## src/pfm_pkg.sv

```systemverilog
// Package for the prime field m-sequence generator.
// Holds field codes, register indexes, reset values and the GF(p) digit helpers.
// No dependencies.
`timescale 1ns / 1ps

package pfm_pkg;

  localparam int MAX_DEGREE_DEF = 30;
  localparam int WEIGHT_STAGES  = 30;
  localparam int DIGIT_W        = 3;
  localparam int WEIGHTS_W      = 45;
  localparam int POS_W          = 30;
  localparam int DEGREE_W       = 5;
  localparam int BASE_W         = 2;
  localparam int CFG_IDX_W      = 3;
  localparam int CFG_DATA_W     = 45;

  typedef logic [DIGIT_W-1:0] digit_t;

  typedef enum logic [1:0] {
    BASE_BIN = 2'd0,
    BASE_TER = 2'd1,
    BASE_QUI = 2'd2
  } base_e;

  typedef enum logic [CFG_IDX_W-1:0] {
    REG_BASE    = 3'd0,
    REG_DEGREE  = 3'd1,
    REG_W_LOW   = 3'd2,
    REG_W_HIGH  = 3'd3,
    REG_PERIOD  = 3'd4
  } reg_idx_e;

  localparam logic [DEGREE_W-1:0]  DEGREE_RST = 5'd10;
  localparam logic [WEIGHTS_W-1:0] W_LOW_RST  = 45'd134217792;
  localparam logic [WEIGHTS_W-1:0] W_HIGH_RST = 45'd0;
  localparam logic [POS_W-1:0]     PERIOD_RST = 30'd1023;

  typedef struct packed {
    base_e                        base;
    logic [DEGREE_W-1:0]          degree;
    logic [2*WEIGHTS_W-1:0]       weights;
    logic [POS_W-1:0]             period;
  } pfm_cfg_t;

  function automatic base_e decode_base(logic [BASE_W-1:0] code);
    base_e b;
    unique case (code)
      2'd1:    b = BASE_TER;
      2'd2:    b = BASE_QUI;
      default: b = BASE_BIN;
    endcase
    return b;
  endfunction

  function automatic digit_t base_value(base_e b);
    digit_t p;
    unique case (b)
      BASE_TER: p = 3'd3;
      BASE_QUI: p = 3'd5;
      default:  p = 3'd2;
    endcase
    return p;
  endfunction

  // reduce a 0..7 digit into 0..p-1
  function automatic digit_t red_digit(digit_t v, base_e b);
    digit_t r;
    unique case (b)
      BASE_TER: r = (v >= 3'd6) ? v - 3'd6 : ((v >= 3'd3) ? v - 3'd3 : v);
      BASE_QUI: r = (v >= 3'd5) ? v - 3'd5 : v;
      default:  r = {2'b00, v[0]};
    endcase
    return r;
  endfunction

  // product of two reduced digits, mod p
  function automatic digit_t mul_mod(digit_t a, digit_t c, base_e b);
    logic [4:0] prod;
    logic [4:0] r;
    prod = {2'b00, a} * {2'b00, c};
    unique case (b)
      BASE_TER: r = (prod >= 5'd3) ? prod - 5'd3 : prod;
      BASE_QUI: begin
        if (prod >= 5'd15)      r = prod - 5'd15;
        else if (prod >= 5'd10) r = prod - 5'd10;
        else if (prod >= 5'd5)  r = prod - 5'd5;
        else                    r = prod;
      end
      default:  r = {4'b0000, prod[0]};
    endcase
    return r[DIGIT_W-1:0];
  endfunction

  // sum of two reduced digits, mod p
  function automatic digit_t add_mod(digit_t a, digit_t c, base_e b);
    logic [3:0] s;
    logic [3:0] p;
    s = {1'b0, a} + {1'b0, c};
    p = {1'b0, base_value(b)};
    if (s >= p) s = s - p;
    return s[DIGIT_W-1:0];
  endfunction

  function automatic logic signed [DIGIT_W-1:0] map_symbol(digit_t d, base_e b);
    logic signed [DIGIT_W-1:0] s;
    s = d;
    unique case (b)
      BASE_TER: if (d == 3'd2) s = -3'sd1;
      BASE_QUI: begin
        if (d == 3'd3)      s = -3'sd2;
        else if (d == 3'd4) s = -3'sd1;
      end
      default:  s = (d != 3'd0) ? 3'sd1 : -3'sd1;
    endcase
    return s;
  endfunction

endpackage

```

## src/prime_field_m_sequence_generator.sv

```systemverilog
// Top level of the prime field m-sequence generator (GF(2), GF(3), GF(5)).
// Depends on pfm_pkg, pfm_cfg_regs and pfm_feedback.
//
// One symbol per clock while the output is not stalled: every accepted request produces
// exactly one result, which passes the input register and then the output register and
// is taken when the output is not stalled. The rate is set by
// the feedback loop, which forms the new digit from the digit register through
// a mod-p multiply and a ceil(log2(MAX_DEGREE))-level mod-p adder tree and updates
// the register in the same cycle. An input register and an output register
// separate the two sides, so one more request is taken while a result waits.
// Write configuration only while no request is in flight.
`timescale 1ns / 1ps

module prime_field_m_sequence_generator #(
  parameter int MAX_DEGREE = pfm_pkg::MAX_DEGREE_DEF
) (
  input  logic                              clk_i,
  input  logic                              rst_ni,
  input  logic                              cfg_we_i,
  input  logic [pfm_pkg::CFG_IDX_W-1:0]     cfg_index_i,
  input  logic [pfm_pkg::CFG_DATA_W-1:0]    cfg_wdata_i,
  input  logic                              in_valid_i,
  output logic                              in_stall_o,
  input  logic                              restart_i,
  output logic                              out_valid_o,
  input  logic                              out_stall_i,
  output logic signed [2:0]                 symbol_o,
  output logic [2:0]                        raw_digit_o,
  output logic                              period_end_o
);

  pfm_pkg::pfm_cfg_t cfg;

  pfm_cfg_regs u_cfg (
    .clk_i      (clk_i),
    .rst_ni     (rst_ni),
    .cfg_we_i   (cfg_we_i),
    .cfg_index_i(cfg_index_i),
    .cfg_wdata_i(cfg_wdata_i),
    .cfg_o      (cfg)
  );

  // input stage
  logic a_valid_q, a_valid_d;
  logic a_restart_q;
  logic accept, step;

  // generator state
  pfm_pkg::digit_t                 digit_q [MAX_DEGREE];
  pfm_pkg::digit_t                 digit_eff [MAX_DEGREE];
  logic [pfm_pkg::POS_W-1:0]       pos_q, pos_d, pos_eff;
  logic [pfm_pkg::POS_W:0]         pos_inc;
  logic                            end_d;
  pfm_pkg::digit_t                 fb_digit;

  // result stage
  logic                            out_valid_q, out_valid_d;
  logic signed [2:0]               symbol_q;
  pfm_pkg::digit_t                 raw_q;
  logic                            end_q;

  assign step       = a_valid_q & (~out_valid_q | ~out_stall_i);
  assign in_stall_o = a_valid_q & ~step;
  assign accept     = in_valid_i & ~in_stall_o;

  always_comb begin
    a_valid_d = a_valid_q;
    if (accept)    a_valid_d = 1'b1;
    else if (step) a_valid_d = 1'b0;
  end

  always_ff @(posedge clk_i or negedge rst_ni) begin
    if (!rst_ni) begin
      a_valid_q <= 1'b0;
    end else begin
      a_valid_q <= a_valid_d;
    end
  end

  always_ff @(posedge clk_i) begin
    if (accept) begin
      a_restart_q <= restart_i;
    end
  end

  always_comb begin
    for (int k = 0; k < MAX_DEGREE; k++) begin
      digit_eff[k] = a_restart_q ? pfm_pkg::digit_t'(1) : digit_q[k];
    end
    pos_eff = a_restart_q ? '0 : pos_q;
  end

  pfm_feedback #(
    .MAX_DEGREE(MAX_DEGREE)
  ) u_fb (
    .digits_i(digit_eff),
    .cfg_i   (cfg),
    .digit_o (fb_digit)
  );

  always_comb begin
    pos_inc = {1'b0, pos_eff} + 1'b1;
    end_d   = (pos_inc >= {1'b0, cfg.period});
    pos_d   = end_d ? '0 : pos_inc[pfm_pkg::POS_W-1:0];
  end

  always_ff @(posedge clk_i or negedge rst_ni) begin
    if (!rst_ni) begin
      for (int k = 0; k < MAX_DEGREE; k++) begin
        digit_q[k] <= pfm_pkg::digit_t'(1);
      end
      pos_q <= '0;
    end else if (step) begin
      digit_q[0] <= fb_digit;
      for (int k = 1; k < MAX_DEGREE; k++) begin
        digit_q[k] <= digit_eff[k-1];
      end
      pos_q <= pos_d;
    end
  end

  always_comb begin
    out_valid_d = out_valid_q;
    if (step)              out_valid_d = 1'b1;
    else if (!out_stall_i) out_valid_d = 1'b0;
  end

  always_ff @(posedge clk_i or negedge rst_ni) begin
    if (!rst_ni) begin
      out_valid_q <= 1'b0;
    end else begin
      out_valid_q <= out_valid_d;
    end
  end

  always_ff @(posedge clk_i) begin
    if (step) begin
      symbol_q <= pfm_pkg::map_symbol(fb_digit, cfg.base);
      raw_q    <= fb_digit;
      end_q    <= end_d;
    end
  end

  assign out_valid_o  = out_valid_q;
  assign symbol_o     = symbol_q;
  assign raw_digit_o  = raw_q;
  assign period_end_o = end_q;

endmodule

```

## src/pfm_cfg_regs.sv

```systemverilog
// Configuration register file for the prime field m-sequence generator.
// Depends on pfm_pkg for register indexes, reset values and the config struct.
`timescale 1ns / 1ps

module pfm_cfg_regs (
  input  logic                                clk_i,
  input  logic                                rst_ni,
  input  logic                                cfg_we_i,
  input  logic [pfm_pkg::CFG_IDX_W-1:0]       cfg_index_i,
  input  logic [pfm_pkg::CFG_DATA_W-1:0]      cfg_wdata_i,
  output pfm_pkg::pfm_cfg_t                   cfg_o
);

  pfm_pkg::base_e                        base_q;
  logic [pfm_pkg::DEGREE_W-1:0]          degree_q;
  logic [pfm_pkg::WEIGHTS_W-1:0]         w_low_q;
  logic [pfm_pkg::WEIGHTS_W-1:0]         w_high_q;
  logic [pfm_pkg::POS_W-1:0]             period_q;

  always_ff @(posedge clk_i or negedge rst_ni) begin
    if (!rst_ni) begin
      base_q   <= pfm_pkg::BASE_BIN;
      degree_q <= pfm_pkg::DEGREE_RST;
      w_low_q  <= pfm_pkg::W_LOW_RST;
      w_high_q <= pfm_pkg::W_HIGH_RST;
      period_q <= pfm_pkg::PERIOD_RST;
    end else if (cfg_we_i) begin
      unique case (cfg_index_i)
        pfm_pkg::REG_BASE:   base_q   <= pfm_pkg::decode_base(
                                           cfg_wdata_i[pfm_pkg::BASE_W-1:0]);
        pfm_pkg::REG_DEGREE: degree_q <= cfg_wdata_i[pfm_pkg::DEGREE_W-1:0];
        pfm_pkg::REG_W_LOW:  w_low_q  <= cfg_wdata_i[pfm_pkg::WEIGHTS_W-1:0];
        pfm_pkg::REG_W_HIGH: w_high_q <= cfg_wdata_i[pfm_pkg::WEIGHTS_W-1:0];
        pfm_pkg::REG_PERIOD: period_q <= cfg_wdata_i[pfm_pkg::POS_W-1:0];
        default: ;
      endcase
    end
  end

  assign cfg_o.base    = base_q;
  assign cfg_o.degree  = degree_q;
  assign cfg_o.weights = {w_high_q, w_low_q};
  assign cfg_o.period  = period_q;

endmodule

```

## src/pfm_feedback.sv

```systemverilog
// Feedback digit for the prime field m-sequence generator: per-stage products
// mod p folded through a mod-p adder tree. Depends on pfm_pkg.
`timescale 1ns / 1ps

module pfm_feedback #(
  parameter int MAX_DEGREE = pfm_pkg::MAX_DEGREE_DEF
) (
  input  pfm_pkg::digit_t     digits_i [MAX_DEGREE],
  input  pfm_pkg::pfm_cfg_t   cfg_i,
  output pfm_pkg::digit_t     digit_o
);

  localparam int LEVELS = (MAX_DEGREE > 1) ? $clog2(MAX_DEGREE) : 1;
  localparam int NPAD   = 1 << LEVELS;

  pfm_pkg::digit_t node [LEVELS+1][NPAD];

  always_comb begin
    for (int i = 0; i < NPAD; i++) begin
      node[0][i] = '0;
      if (i < MAX_DEGREE && i < pfm_pkg::WEIGHT_STAGES && i < int'(cfg_i.degree)) begin
        node[0][i] = pfm_pkg::mul_mod(
            pfm_pkg::red_digit(cfg_i.weights[3*i +: 3], cfg_i.base),
            pfm_pkg::red_digit(digits_i[i], cfg_i.base),
            cfg_i.base);
      end
    end
    for (int l = 1; l <= LEVELS; l++) begin
      for (int i = 0; i < NPAD; i++) begin
        if (i < (NPAD >> l)) begin
          node[l][i] = pfm_pkg::add_mod(node[l-1][2*i], node[l-1][2*i+1], cfg_i.base);
        end else begin
          node[l][i] = '0;
        end
      end
    end
  end

  assign digit_o = node[LEVELS][0];

endmodule

```

## config.mk

```make
export PLATFORM = sky130hd
export DESIGN_NAME = prime_field_m_sequence_generator
export DESIGN_NICKNAME = d
export VERILOG_FILES = /design/src/pfm_pkg.sv /design/src/prime_field_m_sequence_generator.sv /design/src/pfm_cfg_regs.sv /design/src/pfm_feedback.sv
export SDC_FILE = /design/constraint.sdc
export NUM_CORES = 2
export LEC_CHECK = 0
export BUFFER_PORTS_ARGS = -buffer_cell sky130_fd_sc_hd__buf_2
export CORE_MARGIN = 5
export CORE_UTILIZATION = 45
export DETAILED_ROUTE_END_ITERATION = 6
export SETUP_SLACK_MARGIN = 0.3
export SYNTH_ARGS = -nofsm -noshare
export SYNTH_HDL_FRONTEND = slang
export SYNTH_SLANG_ARGS = --single-unit
```

## constraint.sdc

```tcl
create_clock -name clk_i -period 28.6 [get_ports clk_i]
set_input_delay 1.43 -clock clk_i [delete_from_list [all_inputs] [get_ports clk_i]]
set_output_delay 1.43 -clock clk_i [all_outputs]
set_load 0.05 [all_outputs]
```

## Yosys cells after proc, flatten, opt, wreduce, memory -nomap -nowiden

Index checks and enable logic that the tools add are counted.
W data, S select, Z words.

| storage, ports and cells | value |
|---|---|
| output and inout bits | 9 |
| input port bits | 54 |
| bits in registers | 257 |
| logic and storage cells | 1378 |

| cells by class | value |
|---|---|
| multiply operators | 30 |
| magnitude comparators | 362 |
| bitwise logic cells | 8 |
| muxes and demuxes | 554 |
| $add $sub $neg | 362 |
| reductions and logical operators | 8 |
| equality and inequality tests | 12 |

Operators by type and width:

| cell | count |
|---|---|
| $mux W3 | 455 |
| $pmux W3 S2 | 92 |
| $sub A3 B3 Y3 const B | 180 |
| $ge A3 B3 Y1 const B | 120 |
| $sub A3 B2 Y3 const B | 120 |
| $ge A5 B4 Y1 const B | 60 |
| $ge A3 B2 Y1 const B | 60 |
| $ge A5 B2 Y1 const B | 30 |
| $ge A5 B3 Y1 const B | 30 |
| $mul A3 B3 Y5 | 30 |
| $add A3 B3 Y4 | 30 |
| $ge A4 B3 Y1 | 30 |
| $sub A3 B3 Y3 | 30 |
| $lt A5 B5 Y1 const A | 14 |
| $mux W30 | 2 |
| $lt A4 B5 Y1 const A | 8 |
| $add A30 B1 Y31 const B | 1 |
| $ge A31 B30 Y1 | 1 |
| $lt A3 B5 Y1 const A | 4 |
| $eq A3 B2 Y1 const B | 4 |
| $lt A1 B5 Y1 const A | 2 |
| $lt A2 B5 Y1 const A | 2 |
| $reduce_and A2 Y1 | 5 |
| $eq A3 B3 Y1 const B | 2 |
| other kinds (14) | 24 |

## Longest topological paths before layout

| depth | value |
|---|---|
| word-level depth | 32 |
| mapped depth | 78 |
| mapped depth without buffers | 72 |

## Hierarchy

From an unflattened synthesis, not the netlist that was laid out.

| second synthesis, totals | value |
|---|---|
| cells, all modules | 6059 |
| area, all modules | 50842.5 µm² |

By module, submodules not included:

| module | instances | cells each | seq. area each (µm²) | area each (µm²) |
|---|---|---|---|---|
| pfm_feedback | 1 | 5099 | 0.0 | 38719.6 |
| prime_field_m_sequence_generator | 1 | 687 | 3330.7 | 7154.4 |
| pfm_cfg_regs | 1 | 273 | 3195.6 | 4968.5 |

## Worst setup path after synthesis

No wires, ideal clock.

| path | value |
|---|---|
| path type | reg2reg |
| from | register u_cfg.base_q[0] |
| to | register symbol_q[0], in the netlist symbol_o[0] (data pin) |
| required time | 28.279 ns |
| data arrival time | 19.089 ns |
| setup time | 0.321 ns |
| path buffers | 6 |
| path slack | 9.190 ns |
| period minus slack after synthesis | 19.410 ns |
| cell stages (with the launch flop) | 59 |
| path through | dfrtp_1 -> inv_1 -> ha_1 -> clkbuf_1 -> clkbuf_1 -> buf_2 -> buf_2 -> clkbuf_1 -> clkbuf_1 -> a21oi_1 -> nor3_1 -> fa_1 -> ha_1 -> fa_1 -> xor2_1 -> nor2b_1 -> mux2i_1 -> or3_1 -> [... 23 more ...] -> a2111oi_0 -> mux2_2 -> fa_1 -> fa_1 -> a21oi_1 -> nor2b_1 -> a2111oi_0 -> mux2_2 -> fa_1 -> fa_1 -> a2111oi_0 -> nand2_1 -> mux2i_1 -> inv_1 -> nor2_1 -> a21oi_1 -> a21oi_1 -> o21ai_0 |

| on the way | value |
|---|---|
| longest elaborated chain between the ends | 29 |
| elaborated cells on any way between the ends | 703 |
| those cells by class | add/sub (181); mul (30); order compare (151); eq/ne (5); mux (336) |

RTL lines:

| what | RTL line | RTL |
|---|---|---|
| start, declared | pfm_cfg_regs.sv:14 | `pfm_pkg::base_e base_q;` |
| start signal, assigned | pfm_cfg_regs.sv:22 | `base_q <= pfm_pkg::BASE_BIN;` |
| start signal, assigned | pfm_cfg_regs.sv:29 | `pfm_pkg::REG_BASE: base_q <= pfm_pkg::decode_base(` |
| $eq A2 B2 Y1 / $eq A2 B1 Y1 (equally long branches) | pfm_pkg.sv:58, pfm_pkg.sv:69, pfm_pkg.sv:82 |  |
| $pmux W3 S2 | pfm_pkg.sv:69 | `unique case (b)` |
| $mux W3 | pfm_feedback.sv:21 | `if (i < MAX_DEGREE && i < pfm_pkg::WEIGHT_STAGES && i < int'(cfg_i.degree)) begin` |
| $mul A3 B3 Y5 | pfm_pkg.sv:81 | `prod = {2'b00, a} * {2'b00, c};` |
| $ge A5 B3 Y1 / $sub A3 B3 Y3 (equally long branches) | pfm_pkg.sv:87 | `else if (prod >= 5'd5) r = prod - 5'd5;` |
| $mux W3 | pfm_pkg.sv:87 |  |
| $mux W3 | pfm_pkg.sv:86 | `else if (prod >= 5'd10) r = prod - 5'd10;` |
| $mux W3 | pfm_pkg.sv:85 | `if (prod >= 5'd15) r = prod - 5'd15;` |
| [... 14 more ...] | n/a |  |
| $add A3 B3 Y4 | pfm_pkg.sv:99 | `s = {1'b0, a} + {1'b0, c};` |
| $ge A4 B3 Y1 / $sub A3 B3 Y3 (equally long branches) | pfm_pkg.sv:101 | `if (s >= p) s = s - p;` |
| $mux W3 * | pfm_pkg.sv:101 |  |
| named net fb_digit[1] | prime_field_m_sequence_generator.sv:54 | `pfm_pkg::digit_t fb_digit;` |
| $eq A3 B3 Y1 | pfm_pkg.sv:112 | `else if (d == 3'd4) s = -3'sd1;` |
| $mux W3 | pfm_pkg.sv:112 |  |
| $mux W3 | pfm_pkg.sv:111 | `if (d == 3'd3) s = -3'sd2;` |
| $pmux W3 S2 * | pfm_pkg.sv:108 | `unique case (b)` |
| end signal, assigned | prime_field_m_sequence_generator.sv:138 | `symbol_q <= pfm_pkg::map_symbol(fb_digit, cfg.base);` |
| end, declared | prime_field_m_sequence_generator.sv:58 | `logic signed [2:0] symbol_q;` |

Mark *: on every way through the listed nets, which the timed path passes. The rest lies on a longest branch. The select of a mux whose other input is x is not followed.
A chain may end at the register's enable or synchronous reset.

## Worst setup path in the final report

| path | value |
|---|---|
| from | register u_cfg.base_q[0] |
| to | register symbol_q[1], in the netlist symbol_o[1] (data pin) |

| on the way | value |
|---|---|
| longest elaborated chain between the ends | 29 |
| elaborated cells on any way between the ends | 705 |
| those cells by class | add/sub (181); mul (30); order compare (151); eq/ne (5); mux (337); reduce/logical (1) |

RTL lines:

| what | RTL line |
|---|---|
| $eq A2 B2 Y1 / $eq A2 B1 Y1 (equally long branches) | n/a |
| $pmux W3 S2 | pfm_pkg.sv:69 |
| $mux W3 | pfm_feedback.sv:21 |
| $mul A3 B3 Y5 | pfm_pkg.sv:81 |
| $ge A5 B3 Y1 / $sub A3 B3 Y3 (equally long branches) | pfm_pkg.sv:87 |
| $mux W3 | pfm_pkg.sv:87 |
| $mux W3 | pfm_pkg.sv:86 |
| $mux W3 | pfm_pkg.sv:85 |
| [... 13 more ...] | n/a |
| $mux W3 | pfm_pkg.sv:101 |
| $add A3 B3 Y4 | pfm_pkg.sv:99 |
| $ge A4 B3 Y1 / $sub A3 B3 Y3 (equally long branches) | pfm_pkg.sv:101 |
| $mux W3 | pfm_pkg.sv:101 |
| $eq A3 B3 Y1 | pfm_pkg.sv:112 |
| $mux W3 | pfm_pkg.sv:112 |
| $mux W3 | pfm_pkg.sv:111 |
| $pmux W3 S2 * | pfm_pkg.sv:108 |

Every way passes the cells marked *; elsewhere a longest branch is shown, timed or not. The select of a mux whose other input is x is not followed.

==> flow_summary.yaml <==
outcome:
  status: "completed"
cells_and_area:
  finalNonFillerCells: 7904
  regArea_um2: 6530
  multi_input_area_um2: 40500
  drive_gt1_frac: 0.0750
  area_growth_syn_to_layout_pct: 5.46
  final_nets: 7425
  n_fill_cell: 10958
routing:
  drt_iter0_drc: 3861
  met3WireLength_mm: 7.96
  antenna_left: 0
  drc: 0
  viasPerCell: 6.00
  routed_wl_mm: 149
  num_vias: 47455
  drt-met1-wl_mm: 68.8
  wl_per_cell_um: 18.8
  first_pass_iters: 6
  wl_met2_mm: 68.4
  highest_layer: "met4"
yosys:
  yosysMostFrequentCell: "ha_1"
  syn_area_per_cell_um2: 7.67
  synthArstFlopShare: 0.969
  synth_common_cells: "869 x ha_1, 612 x nand2_1, 537 x nor2_1, 518 x o21ai_0, 515 x inv_1"
  synth_compound_area_frac: 0.267
  synth_top_family_by_area: "compound AO/OA/AOI/OAI gates"
  yosys-mux-area-fraction: 0.0367
  synth-xor-area-share: 0.0381
  yosys.area.top_type: "ha_1"
  ys.flop_type: "dfrtp_1"
  synth_top_cell_area_share: 0.217
  synth.distinct_cells: 113
  synth_cells: 6532
  synth-edff-count: 8
  synthAdderAreaFrac: 0.265
  yosysSeqAreaShare: 0.130
  synth-simple-area-share: 0.199
  ys_warn_count: 0
  netlist_area_um2: 50100
  ys_seq_elements: 257
  synth_area_leaders: "ha_1 22%, dfrtp_1 10%, o21ai_0 5.2%"
global_route:
  grt_max_degree: 131
  grtUsageTotal: 0.244
  grt_antenna_before_repair: 2
  grt_pass1_wl_mm: 239
  grt_pass1_vias: 44651
  grt-ovfl-total: 0
clock_tree:
  cts_buffer_depth: 3
  cts-root-buf: "clkbuf_16"
  cts_buffers: 38
  clock-sinks: 257
  holdBufCountCts: 0
  clock_latency_ps: 610
  post_cts_buffers: 0
  clk_pin_slew_ps: 60
  cts_tree: "yes"
  htreeDepth: 2
  cts_resized: 0
floorplan:
  dieHeight_um: 344
  coreArea_um2: 111000
  rows: 122
  dieArea_um2: 118000
  initial_core_util: 0.453
  pin_count: 63
  die_width_um: 344
setup_path:
  crit_path_end_kind: "register"
  slowest_delay_ps: 960
  crit_type: "reg -> reg"
  required_ps: 28930
  cp.arrival_ps: 20280
  crit_slowest_cell: "a2111oi_0"
  path_buf_inv: 5
  cp_common_cell: "fa_1"
  crit_family: "adder cells"
  critPathMaxFanout: 58
  start_kind: "register"
sta:
  slew_viol_final: 0
  finalClockSkew_ps: 40.4
  setup_viol: 0
  finalHoldViolCount: 0
  worst_pin_slew_ps: 1240
  timing.final.crit_share: 0.698
  max_freq_mhz: 50.1
  rsz0062_at_grt: "no"
  setup-tns-final_ps: 0
  fin_crit_ps: 19960
  max-slew-margin-rel: 0.150
hold_path:
  worstHoldPathType: "reg -> reg"
placed_design:
  place_congestion: 0.907
  dp_hpwl_mm: 107
  dpl.cell_count: 7829
  io_buffers: 62
flow_run:
  drv_cap: 0
-- through the flow --
stage / utilization / hold WS (ps) / area, um^2 / setup slack, ps
after global placement: 0.466 / 471 / 51600 / 9290
after floorplan: - / 442 / 50100 / 9190
final: 0.478 / 484 / 52900 / 8640
after global routing: 0.478 / 504 / 52900 / 7060
after CTS: 0.478 / 484 / 52900 / 8790
after detailed placement: 0.466 / 469 / 51600 / 8820
-- routing by layer --
layer	GRT usage	vias to the layer above
met3	0.0271	210
met1	0.336	22718
met5	0	-
li1	-	23339
met2	0.412	1188
met4	0.0598	0
-- worst paths after layout --
path	start	endpoint	depth (start not counted)	slack, ps
setup reg to reg	u_cfg.base_q[0]	symbol_o[1]	53	8640
max in group asynchronous	rst_ni	u_cfg.period_q[11]	2	26280
setup / recovery	u_cfg.base_q[0]	symbol_o[1]	53	8640
hold / removal	digit_q[2]	digit_q[2]	2	480
min in group asynchronous	rst_ni	u_cfg.w_low_q[31]	1	820
hold reg to reg	digit_q[2]	digit_q[2]	2	480
-- cell type report --
type,instances,share of cell area
flip-flops and latches,257,0.123
repair buffers,113,0.0137
multi-input cells,5450,0.766
clock buffers,50,0.0198
inverters,522,0.0372
clock inverters,20,0.00435
diodes,4,0.000189
well taps,1488,0.0352
-- logic make-up after synthesis --
family          after synthesis
mux                         171
other cells                   2
flops                       257
compound gates             2002
buf+inv                     827
fa+ha+maj                   989
simple gates               2067
xor+xnor                    217
-- worst reg2reg max path, delay by kind of cell (launching register included) --
kind                     cells  cell delay (ps)
flip-flops                   1              390
adder cells (fa/ha/maj)     16             7250
multiplexers                 3             1440
buffers and inverters        5             1710
AND/OR/NAND/NOR              8             1300
AO/OA/AOI/OAI               19             7040
XOR/XNOR                     2              590
-- sequential cells by signal, summed over array words and instances, names as in the netlist, 2 cells and up --
register and count:
digit_q 90, pos_q 30, raw_digit_o 3, symbol_o 3
u_cfg.base_q 2, u_cfg.degree_q 5, u_cfg.period_q 30, u_cfg.w_high_q 45
u_cfg.w_low_q 45
-- cells in the final DEF (no fill, tap or decap), types with 44 or more instances in the layout --
cell type	netlist	layout
ha_1	869	867
nand2_1	612	610
nor2_1	537	536
o21ai_0	518	518
inv_1	515	512
a21oi_1	458	458
dfrtp_1	205	205
nor3_1	173	172
xnor2_1	153	153
nor2b_1	147	145
a211oi_1	130	130
fa_1	120	120
nand3_1	110	109
mux2_2	101	101
and2_1	83	83
a21o_1	79	79
mux2i_1	70	70
or2_2	63	63
a211o_1	63	63
xor2_1	63	63
or3_1	62	62
buf_2	35	61
and3_1	57	57
o211ai_1	57	57
a22oi_1	54	54
nand2b_1	56	54
o22ai_1	53	53
a2111oi_0	50	50
buf_4	6	48
a31oi_1	46	46
o31ai_1	45	45
dfstp_2	44	44
Power is not shown: default switching activity piles up to over one toggle a cycle in this logic, so the estimate is an artifact.
